File: src/sv/nats_pkg.sv
package nats_pkg;

    // Default sizes handed to the top level parameters
    localparam int TEAM_SLOTS_DEF = 16;
    localparam int COORD_BITS_DEF = 16;

    // Fixed field widths
    localparam int CMD_W   = 2;
    localparam int INDEX_W = 4;
    localparam int MASK_W  = 16;
    localparam int TIME_W  = 32;

    localparam logic [TIME_W-1:0] TIMEOUT_RESET = 32'd10;

    // Command codes
    localparam logic [CMD_W-1:0] CMD_UPDATE = 2'd0;
    localparam logic [CMD_W-1:0] CMD_SELECT = 2'd1;
    localparam logic [CMD_W-1:0] CMD_TICK   = 2'd2;
    localparam logic [CMD_W-1:0] CMD_SWEEP  = 2'd3;

    // Controller to datapath
    typedef struct packed {
        logic accept;    // an item is taken this cycle
        logic issue;     // read the slot under the walk counter
        logic sweep;     // current walk is a sweep, not a select
        logic load_out;  // copy the best slot into the output register
    } dp_cmd_t;

    // Datapath to controller
    typedef struct packed {
        logic last_issue;  // walk counter sits on the last slot
        logic pipe_busy;   // slot pipeline still holds reads
    } dp_stat_t;

endpackage

File: src/sv/nats_req_if.sv
interface nats_req_if #(
    parameter int COORD_BITS = nats_pkg::COORD_BITS_DEF
) ();
    import nats_pkg::*;

    logic                         valid;
    logic                         ready;
    logic [CMD_W-1:0]             command;
    logic [INDEX_W-1:0]           team_index;
    logic signed [COORD_BITS-1:0] pos_x;
    logic signed [COORD_BITS-1:0] pos_y;
    logic                         available;
    logic                         has_address;
    logic [MASK_W-1:0]            exclude_mask;

    modport source (
        output valid, command, team_index, pos_x, pos_y, available, has_address,
               exclude_mask,
        input  ready
    );

    modport sink (
        input  valid, command, team_index, pos_x, pos_y, available, has_address,
               exclude_mask,
        output ready
    );

endinterface

File: src/sv/nats_res_if.sv
interface nats_res_if #(
    parameter int COORD_BITS = nats_pkg::COORD_BITS_DEF
) ();
    import nats_pkg::*;

    localparam int DIST_BITS = 2 * COORD_BITS + 1;

    logic                 valid;
    logic                 ready;
    logic                 found;
    logic [INDEX_W-1:0]   chosen_index;
    logic                 chosen_available;
    logic [DIST_BITS-1:0] distance_squared;

    modport source (
        output valid, found, chosen_index, chosen_available, distance_squared,
        input  ready
    );

    modport sink (
        input  valid, found, chosen_index, chosen_available, distance_squared,
        output ready
    );

endinterface

File: src/sv/nats_ctrl.sv
module nats_ctrl (
    input  logic                     clk,
    input  logic                     rst_n,
    input  logic                     in_valid,
    input  logic [nats_pkg::CMD_W-1:0] in_command,
    output logic                     in_ready,
    output logic                     out_valid,
    input  logic                     out_ready,
    output nats_pkg::dp_cmd_t        cmd,
    input  nats_pkg::dp_stat_t       stat
);
    import nats_pkg::*;

    localparam logic [1:0] ST_IDLE  = 2'd0;
    localparam logic [1:0] ST_WALK  = 2'd1;
    localparam logic [1:0] ST_DRAIN = 2'd2;

    logic [1:0] state_reg, state_next;
    logic       sweep_reg, sweep_next;
    logic       out_valid_reg, out_valid_next;
    logic       accept;
    logic       out_free;

    assign in_ready  = (state_reg == ST_IDLE);
    assign accept    = in_valid && in_ready;
    assign out_free  = !out_valid_reg || out_ready;
    assign out_valid = out_valid_reg;

    // Sequencer: walk the slots, drain the pipeline, post the result
    always_comb
    begin
        state_next   = state_reg;
        cmd          = '0;
        cmd.accept   = accept;
        cmd.sweep    = sweep_reg;
        case (state_reg)
            ST_IDLE:
            begin
                if (accept && (in_command inside {CMD_SELECT, CMD_SWEEP}))
                begin
                    state_next = ST_WALK;
                end
            end
            ST_WALK:
            begin
                cmd.issue = 1'b1;
                if (stat.last_issue)
                begin
                    state_next = ST_DRAIN;
                end
            end
            ST_DRAIN:
            begin
                if (!stat.pipe_busy)
                begin
                    if (sweep_reg)
                    begin
                        state_next = ST_IDLE;
                    end
                    else if (out_free)
                    begin
                        cmd.load_out = 1'b1;
                        state_next   = ST_IDLE;
                    end
                end
            end
            default:
            begin
                state_next = ST_IDLE;
            end
        endcase
    end

    // Walk kind and output valid
    always_comb
    begin
        sweep_next = accept ? (in_command == CMD_SWEEP) : sweep_reg;
        if (cmd.load_out)
        begin
            out_valid_next = 1'b1;
        end
        else if (out_ready)
        begin
            out_valid_next = 1'b0;
        end
        else
        begin
            out_valid_next = out_valid_reg;
        end
    end

    always_ff @(posedge clk or negedge rst_n)
    begin
        if (!rst_n)
        begin
            state_reg     <= ST_IDLE;
            sweep_reg     <= 1'b0;
            out_valid_reg <= 1'b0;
        end
        else
        begin
            state_reg     <= state_next;
            sweep_reg     <= sweep_next;
            out_valid_reg <= out_valid_next;
        end
    end

`ifndef ASSERT_OFF
    // A new result never overwrites one still waiting
    a_load_free: assert property (@(posedge clk) disable iff (!rst_n)
        cmd.load_out |-> (!out_valid_reg || out_ready))
        else $error("result loaded over a pending result");

    // New items only enter with an empty slot pipeline
    a_accept_idle: assert property (@(posedge clk) disable iff (!rst_n)
        accept |-> !stat.pipe_busy)
        else $error("item accepted while pipeline busy");

    // A walk always ends in the drain state
    a_walk_end: assert property (@(posedge clk) disable iff (!rst_n)
        (state_reg == ST_WALK && stat.last_issue) |=> (state_reg == ST_DRAIN))
        else $error("walk did not move to drain");
`endif

endmodule

File: src/sv/nats_dp.sv
module nats_dp #(
    parameter int TEAM_SLOTS = nats_pkg::TEAM_SLOTS_DEF,
    parameter int COORD_BITS = nats_pkg::COORD_BITS_DEF
) (
    input  logic                             clk,
    input  logic                             rst_n,
    input  nats_pkg::dp_cmd_t                cmd,
    output nats_pkg::dp_stat_t               stat,
    input  logic                             cfg_we,
    input  logic [nats_pkg::TIME_W-1:0]      cfg_wdata,
    input  logic [nats_pkg::CMD_W-1:0]       in_command,
    input  logic [nats_pkg::INDEX_W-1:0]     in_team_index,
    input  logic signed [COORD_BITS-1:0]     in_pos_x,
    input  logic signed [COORD_BITS-1:0]     in_pos_y,
    input  logic                             in_available,
    input  logic                             in_has_address,
    input  logic [nats_pkg::MASK_W-1:0]      in_exclude_mask,
    output logic                             found,
    output logic [nats_pkg::INDEX_W-1:0]     chosen_index,
    output logic                             chosen_available,
    output logic [2*COORD_BITS:0]            distance_squared
);
    import nats_pkg::*;

    localparam int IW = $clog2(TEAM_SLOTS);
    localparam int DW = 2 * COORD_BITS + 1;
    localparam int SW = 2 * COORD_BITS;

    typedef struct packed {
        logic signed [COORD_BITS-1:0] x;
        logic signed [COORD_BITS-1:0] y;
        logic                         avail;
        logic                         addressed;
        logic [TIME_W-1:0]            last_seen;
    } slot_rec_t;

    // Slot store: one write port, one registered read port
    slot_rec_t slot_mem [TEAM_SLOTS];
    slot_rec_t rd_rec_reg;
    slot_rec_t wr_rec;
    logic      mem_we;
    logic [IW-1:0] wr_addr;

    logic [TEAM_SLOTS-1:0] valid_bits_reg, valid_bits_next;
    logic [TIME_W-1:0]     time_reg, time_next;
    logic [TIME_W-1:0]     timeout_reg, timeout_next;
    logic [IW-1:0]         cnt_reg, cnt_next;

    logic signed [COORD_BITS-1:0] qx_reg, qy_reg;
    logic [MASK_W-1:0]            mask_reg;
    logic [TEAM_SLOTS-1:0]        excl_vec;

    // Pipeline stage registers
    logic          s1_valid_reg, s1_ok_reg;
    logic [IW-1:0] s1_idx_reg;
    logic          s2_valid_reg, s2_ok_reg, s2_av_reg;
    logic [IW-1:0] s2_idx_reg;
    logic [COORD_BITS-1:0] s2_dx_reg, s2_dy_reg;
    logic          s3_valid_reg, s3_ok_reg, s3_av_reg;
    logic [IW-1:0] s3_idx_reg;
    logic [SW-1:0] s3_sqx_reg, s3_sqy_reg;

    logic          best_have_reg, best_av_reg;
    logic [IW-1:0] best_idx_reg;
    logic [DW-1:0] best_d_reg;

    logic                   found_reg, chosen_av_reg;
    logic [INDEX_W-1:0]     chosen_idx_reg;
    logic [DW-1:0]          dist_reg;

    logic [TIME_W-1:0]      age;
    logic                   sweep_clear;
    logic signed [COORD_BITS:0] dxs, dys;
    logic [COORD_BITS:0]    dxa, dya;
    logic [SW-1:0]          sqx, sqy;
    logic [DW-1:0]          dsum;
    logic                   win;

    // Exclude bits exist for the first MASK_W slots only
    for (genvar g = 0; g < TEAM_SLOTS; g++)
    begin : g_excl
        if (g < MASK_W)
        begin : g_bit
            assign excl_vec[g] = mask_reg[g];
        end
        else
        begin : g_none
            assign excl_vec[g] = 1'b0;
        end
    end

    // Update write
    assign wr_addr         = IW'(in_team_index);
    assign mem_we          = cmd.accept && (in_command == CMD_UPDATE)
                             && (32'(in_team_index) < TEAM_SLOTS);
    assign wr_rec.x        = in_pos_x;
    assign wr_rec.y        = in_pos_y;
    assign wr_rec.avail    = in_available;
    assign wr_rec.addressed = in_has_address;
    assign wr_rec.last_seen = time_reg;

    always_ff @(posedge clk)
    begin
        if (mem_we)
        begin
            slot_mem[wr_addr] <= wr_rec;
        end
        rd_rec_reg <= slot_mem[cnt_reg];
    end

    // Stage 1: stale check for sweeps, coordinate differences for selects
    assign age         = time_reg - rd_rec_reg.last_seen;
    assign sweep_clear = s1_valid_reg && cmd.sweep && (age > timeout_reg);
    assign dxs = {rd_rec_reg.x[COORD_BITS-1], rd_rec_reg.x} - {qx_reg[COORD_BITS-1], qx_reg};
    assign dys = {rd_rec_reg.y[COORD_BITS-1], rd_rec_reg.y} - {qy_reg[COORD_BITS-1], qy_reg};
    assign dxa = dxs[COORD_BITS] ? (COORD_BITS+1)'(-dxs) : (COORD_BITS+1)'(dxs);
    assign dya = dys[COORD_BITS] ? (COORD_BITS+1)'(-dys) : (COORD_BITS+1)'(dys);

    // Stage 2: squares
    assign sqx = {{COORD_BITS{1'b0}}, s2_dx_reg} * {{COORD_BITS{1'b0}}, s2_dx_reg};
    assign sqy = {{COORD_BITS{1'b0}}, s2_dy_reg} * {{COORD_BITS{1'b0}}, s2_dy_reg};

    // Stage 3: distance and priority compare
    assign dsum = {1'b0, s3_sqx_reg} + {1'b0, s3_sqy_reg};
    assign win  = !best_have_reg
                  || (s3_av_reg && !best_av_reg)
                  || ((s3_av_reg == best_av_reg) && (dsum < best_d_reg));

    // Control state next values
    always_comb
    begin
        valid_bits_next = valid_bits_reg;
        if (mem_we)
        begin
            valid_bits_next[wr_addr] = 1'b1;
        end
        if (sweep_clear)
        begin
            valid_bits_next[s1_idx_reg] = 1'b0;
        end

        time_next = time_reg;
        if (cmd.accept && (in_command == CMD_TICK))
        begin
            time_next = time_reg + 1'b1;
        end

        timeout_next = cfg_we ? cfg_wdata : timeout_reg;

        cnt_next = cnt_reg;
        if (cmd.accept)
        begin
            cnt_next = '0;
        end
        else if (cmd.issue && !stat.last_issue)
        begin
            cnt_next = cnt_reg + 1'b1;
        end
    end

    assign stat.last_issue = (cnt_reg == IW'(TEAM_SLOTS - 1));
    assign stat.pipe_busy  = s1_valid_reg || s2_valid_reg || s3_valid_reg;

    always_ff @(posedge clk or negedge rst_n)
    begin
        if (!rst_n)
        begin
            valid_bits_reg <= '0;
            time_reg       <= '0;
            timeout_reg    <= TIMEOUT_RESET;
            cnt_reg        <= '0;
            s1_valid_reg   <= 1'b0;
            s2_valid_reg   <= 1'b0;
            s3_valid_reg   <= 1'b0;
            best_have_reg  <= 1'b0;
        end
        else
        begin
            valid_bits_reg <= valid_bits_next;
            time_reg       <= time_next;
            timeout_reg    <= timeout_next;
            cnt_reg        <= cnt_next;
            s1_valid_reg   <= cmd.issue;
            s2_valid_reg   <= s1_valid_reg && !cmd.sweep;
            s3_valid_reg   <= s2_valid_reg;
            if (cmd.accept)
            begin
                best_have_reg <= 1'b0;
            end
            else if (s3_valid_reg && s3_ok_reg && win)
            begin
                best_have_reg <= 1'b1;
            end
        end
    end

    // Payload registers
    always_ff @(posedge clk)
    begin
        if (cmd.accept)
        begin
            qx_reg   <= in_pos_x;
            qy_reg   <= in_pos_y;
            mask_reg <= in_exclude_mask;
        end

        s1_idx_reg <= cnt_reg;
        s1_ok_reg  <= valid_bits_reg[cnt_reg] && !excl_vec[cnt_reg];

        s2_idx_reg <= s1_idx_reg;
        s2_ok_reg  <= s1_ok_reg && rd_rec_reg.addressed;
        s2_av_reg  <= rd_rec_reg.avail;
        s2_dx_reg  <= dxa[COORD_BITS-1:0];
        s2_dy_reg  <= dya[COORD_BITS-1:0];

        s3_idx_reg <= s2_idx_reg;
        s3_ok_reg  <= s2_ok_reg;
        s3_av_reg  <= s2_av_reg;
        s3_sqx_reg <= sqx;
        s3_sqy_reg <= sqy;

        if (s3_valid_reg && s3_ok_reg && win)
        begin
            best_idx_reg <= s3_idx_reg;
            best_av_reg  <= s3_av_reg;
            best_d_reg   <= dsum;
        end

        if (cmd.load_out)
        begin
            found_reg      <= best_have_reg;
            chosen_idx_reg <= best_have_reg ? INDEX_W'(best_idx_reg) : '0;
            chosen_av_reg  <= best_have_reg && best_av_reg;
            dist_reg       <= best_have_reg ? best_d_reg : '0;
        end
    end

    assign found            = found_reg;
    assign chosen_index     = chosen_idx_reg;
    assign chosen_available = chosen_av_reg;
    assign distance_squared = dist_reg;

`ifndef ASSERT_OFF
    // Squares stage only holds what the difference stage passed on
    a_s3_follow: assert property (@(posedge clk) disable iff (!rst_n)
        s3_valid_reg |-> $past(s2_valid_reg))
        else $error("square stage valid without a source");

    // Sweeps never feed the distance stages
    a_sweep_nodist: assert property (@(posedge clk) disable iff (!rst_n)
        (s1_valid_reg && cmd.sweep) |=> !s2_valid_reg)
        else $error("sweep read entered distance stage");

    // Update and sweep never touch the valid bits together
    a_valid_onewr: assert property (@(posedge clk) disable iff (!rst_n)
        !(mem_we && sweep_clear))
        else $error("update and sweep clear in one cycle");
`endif

endmodule

File: src/sv/nearest_available_team_selector.sv
// Update and tick items leave the sequencer idle; the next item can be taken the cycle after.
// Select: one slot store read per cycle through a shared difference/square/compare pipeline;
// the result loads once the pipeline has drained and the output register is free.
// Sweep: one stale check per slot read.
// Results sit in an output register; new items are taken while one waits.
// Reset (rst_n low, async) clears slot valid bits and the time counter, timeout back to 10.
module nearest_available_team_selector #(
    parameter int TEAM_SLOTS = nats_pkg::TEAM_SLOTS_DEF,
    parameter int COORD_BITS = nats_pkg::COORD_BITS_DEF
) (
    input  logic                        clk,
    input  logic                        rst_n,
    input  logic                        cfg_we,
    input  logic [nats_pkg::TIME_W-1:0] cfg_wdata,
    nats_req_if.sink                    req,
    nats_res_if.source                  res
);
    import nats_pkg::*;

    dp_cmd_t  cmd;
    dp_stat_t stat;
    logic     in_ready;
    logic     out_valid;

    assign req.ready = in_ready;
    assign res.valid = out_valid;

    // Sequencer
    nats_ctrl u_ctrl (
        .clk        (clk),
        .rst_n      (rst_n),
        .in_valid   (req.valid),
        .in_command (req.command),
        .in_ready   (in_ready),
        .out_valid  (out_valid),
        .out_ready  (res.ready),
        .cmd        (cmd),
        .stat       (stat)
    );

    // Slot store and distance pipeline
    nats_dp #(
        .TEAM_SLOTS (TEAM_SLOTS),
        .COORD_BITS (COORD_BITS)
    ) u_dp (
        .clk              (clk),
        .rst_n            (rst_n),
        .cmd              (cmd),
        .stat             (stat),
        .cfg_we           (cfg_we),
        .cfg_wdata        (cfg_wdata),
        .in_command       (req.command),
        .in_team_index    (req.team_index),
        .in_pos_x         (req.pos_x),
        .in_pos_y         (req.pos_y),
        .in_available     (req.available),
        .in_has_address   (req.has_address),
        .in_exclude_mask  (req.exclude_mask),
        .found            (res.found),
        .chosen_index     (res.chosen_index),
        .chosen_available (res.chosen_available),
        .distance_squared (res.distance_squared)
    );

endmodule
File: src/flat_wrapper.sv
// flat-port wrapper written by rule: the top's interface ports become plain ports
module nearest_available_team_selector_flat import nats_pkg::*;
#(
    parameter int TEAM_SLOTS = nats_pkg::TEAM_SLOTS_DEF,
    parameter int COORD_BITS = nats_pkg::COORD_BITS_DEF
)
  (clk, rst_n, cfg_we, cfg_wdata, req_valid, req_command, req_team_index, req_pos_x, req_pos_y, req_available, req_has_address, req_exclude_mask, req_ready, res_valid, res_found, res_chosen_index, res_chosen_available, res_distance_squared, res_ready);
  nats_req_if #(.COORD_BITS(COORD_BITS)) req_i ();
  nats_res_if #(.COORD_BITS(COORD_BITS)) res_i ();
  input  logic clk;
  input  logic rst_n;
  input  logic cfg_we;
  input  logic [nats_pkg::TIME_W-1:0] cfg_wdata;
  input wire logic [$bits(req_i.valid)-1:0] req_valid;
  input wire logic [$bits(req_i.command)-1:0] req_command;
  input wire logic [$bits(req_i.team_index)-1:0] req_team_index;
  input wire logic [$bits(req_i.pos_x)-1:0] req_pos_x;
  input wire logic [$bits(req_i.pos_y)-1:0] req_pos_y;
  input wire logic [$bits(req_i.available)-1:0] req_available;
  input wire logic [$bits(req_i.has_address)-1:0] req_has_address;
  input wire logic [$bits(req_i.exclude_mask)-1:0] req_exclude_mask;
  output wire logic [$bits(req_i.ready)-1:0] req_ready;
  output wire logic [$bits(res_i.valid)-1:0] res_valid;
  output wire logic [$bits(res_i.found)-1:0] res_found;
  output wire logic [$bits(res_i.chosen_index)-1:0] res_chosen_index;
  output wire logic [$bits(res_i.chosen_available)-1:0] res_chosen_available;
  output wire logic [$bits(res_i.distance_squared)-1:0] res_distance_squared;
  input wire logic [$bits(res_i.ready)-1:0] res_ready;
  assign req_i.valid = req_valid;
  assign req_i.command = req_command;
  assign req_i.team_index = req_team_index;
  assign req_i.pos_x = req_pos_x;
  assign req_i.pos_y = req_pos_y;
  assign req_i.available = req_available;
  assign req_i.has_address = req_has_address;
  assign req_i.exclude_mask = req_exclude_mask;
  assign req_ready = req_i.ready;
  assign res_valid = res_i.valid;
  assign res_found = res_i.found;
  assign res_chosen_index = res_i.chosen_index;
  assign res_chosen_available = res_i.chosen_available;
  assign res_distance_squared = res_i.distance_squared;
  assign res_i.ready = res_ready;
  nearest_available_team_selector #(.TEAM_SLOTS(TEAM_SLOTS), .COORD_BITS(COORD_BITS)) u_core (.clk(clk), .rst_n(rst_n), .cfg_we(cfg_we), .cfg_wdata(cfg_wdata), .req(req_i), .res(res_i));
endmodule
File: config.mk
export PLATFORM = sky130hd
export DESIGN_NAME = nearest_available_team_selector_flat
export DESIGN_NICKNAME = d
export VERILOG_FILES = /design/src/sv/nats_pkg.sv /design/src/sv/nats_req_if.sv /design/src/sv/nats_res_if.sv /design/src/sv/nats_ctrl.sv /design/src/sv/nats_dp.sv /design/src/sv/nearest_available_team_selector.sv /design/src/flat_wrapper.sv
export SDC_FILE = /design/constraint.sdc
export NUM_CORES = 2
export LEC_CHECK = 0
export BUFFER_PORTS_ARGS = -buffer_cell sky130_fd_sc_hd__buf_2
export CORE_MARGIN = 3
export CORE_UTILIZATION = 55
export CTS_CLUSTER_DIAMETER = 80
export DETAILED_ROUTE_END_ITERATION = 10
export GPL_TIMING_DRIVEN = 0
export PLACE_DENSITY = 0.78
export SYNTH_ARGS = -nofsm -noshare
export SYNTH_HDL_FRONTEND = slang
export SYNTH_SLANG_ARGS = --single-unit
File: constraint.sdc
create_clock -name clk -period 7.8 [get_ports clk]
set_input_delay 0.78 -clock clk [delete_from_list [all_inputs] [get_ports clk]]
set_output_delay 0.78 -clock clk [all_outputs]
set_load 0.1 [all_outputs]
; ---- After elaboration in Yosys (flattened, before gate mapping)
; Memories as Yosys holds them, arrays and structs flattened. A register that Yosys moved wholly into a read port is not among the register bits.
; Index checks and enable logic that the tools add are counted.
; W data, S select, Z words.
[word_totals]
ramBits = 1056
latch_bits = 0
output_inout_bits = 41
register_bits = 330
elab_cells = 131
romBits = 0
n_memories = 1
input_bits = 93
[memory_table]
columns = memory, words, width, rd, rd_clocked_by_memory_dff, write_ports, line
row1 = u_core.u_dp.slot_mem, 16, 66, 1, 1, 1, nats_dp.sv:38  ; slot_rec_t slot_mem [TEAM_SLOTS];
[op_classes]
muxes = 31
bitwise_logic = 3
n_div = 0
shifts = 0
eq_ne = 11
add_sub_neg = 8
mul = 2
reduce_logical = 35
magnitude_cmp = 7
[ops]
columns = cell, count
row1 = $mul A16 B16 Y32, 2
row2 = $mux W16, 4
row3 = $sub A16 B16 Y17, 2
row4 = $add A32 B32 Y33, 1
row5 = $lt A33 B33 Y1, 1
row6 = $add A32 B1 Y32 const B, 1
row7 = $gt A32 B32 Y1, 1
row8 = $neg A16 Y16, 2
row9 = $sub A32 B32 Y32, 1
row10 = $logic_and A1 B1 Y1, 17
row11 = $and A16 B16 Y16, 1
row12 = $not A16 Y16, 1
row13 = $or A16 B16 Y16, 1
row14 = $lt A4 B5 Y1 const B, 3
row15 = $mux W1, 15
row16 = $mux W2, 5
row17 = $bmux W1 S4, 2
row18 = $demux W1 S4, 2
row19 = $ge A4 B1 Y1 const B, 2
row20 = $mux W4, 2
row21 = $reduce_bool A2 Y1, 4
row22 = $eq A2 B2 Y1 const B, 3
row23 = $logic_not A1 Y1, 6
row24 = $pmux W2 S3, 1
row25 = 10 further kinds, 17

; ---- Longest topological paths before layout
[depth]
word_depth = 8
ltp_mapped = 26
depth_no_buf = 24

; ---- Modules after synthesis
; Synthesis repeated with hierarchy kept, for this count alone.
[unflattened]
cells_unflattened = 4848
hier_area_um2 = 72389.4
[modules_own_cells]
columns = mod, instances, seq_area_each_um2, cells_each, area_per_inst_um2
row1 = nats_dp, 1, 41212.0, 4824, 72168.0
row2 = nats_ctrl, 1, 100.1, 24, 221.5

; ---- Worst setup path before layout
; OpenSTA, ideal clock, no wires.
[synth_timing]
path_kind = reg-to-reg
startpoint = register u_core.u_ctrl.state_reg[0]
endpoint = memory u_core.u_dp.slot_mem[0][0] (netlist bit), enable pin
arrival_ps = 6983
n_path_buf = 0
path_stages_with_launch = 6
synth_period_minus_slack_ps = 7557
t_required_ps = 7226
setup_ps = 574
setup_slack_ps = 243
cell_sequence = dfrtp_1 -> nor2_1 -> nand2_1 -> nor4_1 -> nand2b_1 -> nor3_1
[synth_between]
elab_chain_len = 5
[synth_lines]
columns = item, line
row1 = "start, declared", nats_ctrl.sv:18  ; logic [1:0] state_reg, state_next;
row2 = "start signal, assigned", nats_ctrl.sv:102  ; state_reg <= state_next;
row3 = $logic_not A2 Y1, nats_ctrl.sv:24  ; assign in_ready = (state_reg == ST_IDLE);
row4 = net req_ready, flat_wrapper.sv:22  ; output wire logic [$bits(req_i.ready)-1:0] req_ready;
row5 = $logic_and A1 B1 Y1, nats_ctrl.sv:25  ; assign accept = in_valid && in_ready;
row6 = $logic_and A1 B1 Y1, nats_dp.sv:94  ; assign mem_we = cmd.accept && (in_command == CMD_UPDATE)
row7 = $mux W1, nats_dp.sv:104  ; if (mem_we)
row8 = $mux W1 (implied by the code), nats_dp.sv:106  ; slot_mem[wr_addr] <= wr_rec;
row9 = "end, declared", nats_dp.sv:38
; The timed path passes the listed nets, and every way through them passes these cells.

; ---- Worst setup path after layout
[layout_timing]
startpoint = register u_core.u_dp.s2_dy_reg[4]
endpoint = register u_core.u_dp.s3_sqy_reg[31]
[layout_between]
elab_chain_len = 1
[layout_lines]
columns = item, line
row1 = "start, declared", nats_dp.sv:58  ; logic [COORD_BITS-1:0] s2_dx_reg, s2_dy_reg;
row2 = "start signal, assigned", nats_dp.sv:214  ; s2_dy_reg <= dya[COORD_BITS-1:0];
row3 = $mul A16 B16 Y32, nats_dp.sv:121  ; assign sqy = {{COORD_BITS{1'b0}}, s2_dy_reg} * {{COORD_BITS{1'b0}}, s2_dy_reg};
row4 = net u_core.u_dp.sqy[31], nats_dp.sv:75  ; logic [SW-1:0] sqx, sqy;
row5 = "end signal, assigned", nats_dp.sv:220  ; s3_sqy_reg <= sqy;
row6 = "end, declared", nats_dp.sv:61  ; logic [SW-1:0] s3_sqx_reg, s3_sqy_reg;
; The timed path passes the listed nets, and every way through them passes these cells.
; A chain may end at the register's enable or synchronous reset.

==> results.tsv <==
stage	metric	value	unit
clock_network	numCtsBuffers	143	
global_route	grt_pass1_vias	44800	
route	postRouteAntennaNets	0	
critical_path	path_max_fanout	10	
timing	hold_violations	0	
global_route	grt_max_degree	67	
route	drt_wl_total	185000	um
critical_path	arrival	7.93	ns
outcome	outcome	completed	
floorplanning	fp.coreArea	130000	um^2
clock_network	cts_max_level	4	
flow_run	maxCapViolations	0	
synth	synthXorXnorAreaFrac	2.41	%
timing	slew_headroom	9.92	%
synth	synth_compound_area_share	4.46	%
synth	ys_warn_count	0	
timing	rsz0062_at_grt	false	
global_route	grt_pass1_wl	278000	um
layout	nFillCells	8838	
route	route.detailed.drc	0	
critical_path	cp_slowest_stage_delay	0.54	ns
route	drt-pass1-iter-count	6	
synth	yosys.area_share.adder	15.5	%
synth	yosys.area.top_type	edfxtp_1	
route	dr.first_iter.drc_count	5032	
place	port_buffers	132	
layout	final_common_cell	edfxtp_1	
synth	syn_avg_cell_area	15.0	um^2
layout	nNetsFinal	5933	
place	gp_congestion	0.913	
floorplanning	die_x	368	um
floorplanning	rows	132	
synth	syn_area	72000	um^2
critical_path	cp-end-kind	register	
timing	setup_violations	0	
timing	fin_skew	0.0410	ns
place	hpwlAfterDp	120000	um
synth	synthMuxAreaShare	10.5	%
critical_path	cp_common_cell	fa_1	
layout	layout-drive-gt1-share	15.6	%
critical_path	cp_slowest_cell	fa_1	
critical_path	cp_data_required_time	8.42	ns
global_route	grt_overflow	0	
floorplanning	initial_core_util	55.5	%
timing	fin_tns_setup	0	ns
timing	worstMarginPinSlew	1.35	ns
synth	synth-seq-cells	1450	
synth	synth_top_area_share	49.3	%
route	wl_per_cell	26.3	um
critical_path	crit_chain	clkbuf_1 > clkbuf_1 > nand2_1 > fa_1 > inv_1 > fa_1 > inv_1 > fa_1 > inv_1 > fa_1 > fa_1 > inv_1 > fa_1 > inv_1 > ha_1 > a21o_1 > a21o_1 > or3_1 > o2111ai_1 > nand3b_1 > a21bo_2 > mux2i_1 > a2111oi_0	
layout	synthToLayoutAreaGrowth	13.0	%
timing	finalCritPeriodShare	93.7	%
critical_path	critPathKind	register to register	
timing	clock.fmax	0.137	GHz
synth	synthArstFlopShare	6.34	%
critical_path	crit_buf_inv	7	
synth	ys.flop_type	edfxtp_1	
synth	synthSimpleGateAreaFrac	5.60	%
clock_network	worstSkewPairLatency	0.79	ns
place	dp_cells	6744	
floorplanning	fp.dieArea	135000	um^2
layout	largest_register_ff_count	1056	
route	vias	42900	
synth	yosys-top-cells-area	edfxtp_1 (49%), mux4_2 (10%), fa_1 (9.1%)	
synth	synth_nets	5570	
timing	period_minus_slack	7.31	ns
min_path	hold_path.class	primary input to register	
layout	final_cell_mix	edfxtp_1 (1181), inv_1 (656), ha_1 (364), mux4_2 (331), fa_1 (328)	
synth	synth_edf_count	1181	
timing	slew_viol_final	0	
floorplanning	boundaryPins	134	
clock_network	clk_path_buf_depth	3	
synth	ys_seq_area_share	57.4	%
floorplanning	die_y	368	um
synth	synth_cells	4785	
synth	synth_top_family_by_area	adder cells	
synth	synthDistinctLibCells	77	
clock_network	cts_tree	done	
layout	instances_no_fill	7025	
clock_network	clkTransAtPathRegs	0.07	ns
critical_path	critPathLaunchType	register	
critical_path	worst_path_dominant_cell_family	adder cells	
clock_network	root_buffer	clkbuf_16	
layout	final_core_util	62.7	%
global_route	antenna_found_initial	22	
clock_network	cts_sinks	1450	
route	viasPerCell	6.11	
global_route	grt_use_total	27.6	%
==> layer usage <==
layer | part of all wire, % | wire (um) | vias up | global-route usage [%]
met3 | 9.2 | 17000 | 587 | 5.42
met2 | 50 | 93000 | 2539 | 46.9
met1 | 35 | 64700 | 21800 | 34.0
met4 | 5.4 | 10100 | 4 | 13.5
li1 | - | - | 18000 | -
met5 | 0.014 | 26 | - | 0
==> worst paths after layout <==
kind | depth (start not counted) | from | slack, ns | endpoint
min in group asynchronous | 2 | rst_n | 0.51 | u_core.u_dp.timeout_reg[29]$_DFFE_PN0P_
min | 1 | req_exclude_mask[4] | 0.19 | u_core.u_dp.excl_vec[4]$_DFFE_PP_
max | 23 | u_core.u_dp.s2_dy_reg[4]$_DFF_P_ | 0.49 | u_core.u_dp.s3_sqy_reg[31]$_DFF_P_
min reg2reg | 0 | u_core.u_dp.s2_idx_reg[2]$_DFF_P_ | 0.33 | u_core.u_dp.s3_idx_reg[2]$_DFF_P_
max reg2reg | 23 | u_core.u_dp.s2_dy_reg[4]$_DFF_P_ | 0.49 | u_core.u_dp.s3_sqy_reg[31]$_DFF_P_
max in group asynchronous | 3 | rst_n | 6.47 | u_core.u_dp.timeout_reg[3]$_DFFE_PN1P_
==> Yosys cell counts, types with 89 or more instances <==
cell,n
o21ai_0,89
dfxtp_1,177
nand2_1,263
xnor2_1,137
fa_1,328
mux4_2,331
inv_1,656
ha_1,364
clkbuf_1,111
dfrtp_1,90
a21oi_1,113
and2_1,129
edfxtp_1,1181
nor2_1,178
==> cell type report <==
type / instances / area (um^2) / area share [%]
Clock inverter: 69 / 926 / 1.14
Buffer: 141 / 541 / 0.665
Tap cell: 1742 / 2180 / 2.68
Antenna cell: 17 / 42.5 / 0.0523
Clock buffer: 194 / 3970 / 4.88
Inverter: 656 / 2460 / 3.03
Timing Repair Buffer: 218 / 2080 / 2.56
Multi-Input combinational cell: 2538 / 27800 / 34.2
Sequential cell: 1450 / 41300 / 50.8
==> timing repair <==
item | in CTS | in global routing
gates resized for setup | 0 | 0
buffers inserted | 0 | 0
endpoints found under the hold margin | 25 | 0
hold buffers | 1 | 0
==> metrics by stage <==
step,hold slack (ns),area (um^2),setup WS [ns]
2_1_floorplan,0.310,72000,0.243
3_3_place_gp,0.312,74800,-5.07
3_5_place_dp,0.314,76400,0.557
4_1_cts,0.150,81300,0.510
5_1_grt,0.165,81300,0.0418
6_report,0.189,81300,0.488
==> kinds of logic (layout without fill, tap and decap cells) <==
kind of cell             count (synthesis)  count (layout)
AO/OA/AOI/OAI                          476             476
XOR/XNOR                               198             198
adder cells (fa/ha/maj)                692             692
buffers and inverters                  797            1278
flip-flops                            1450            1450
multiplexers                           341             341
other                                    0              17
AND/OR/NAND/NOR                        831             831
Power is not shown: default switching activity piles up to over one toggle a cycle in this logic, so the estimate is an artifact.
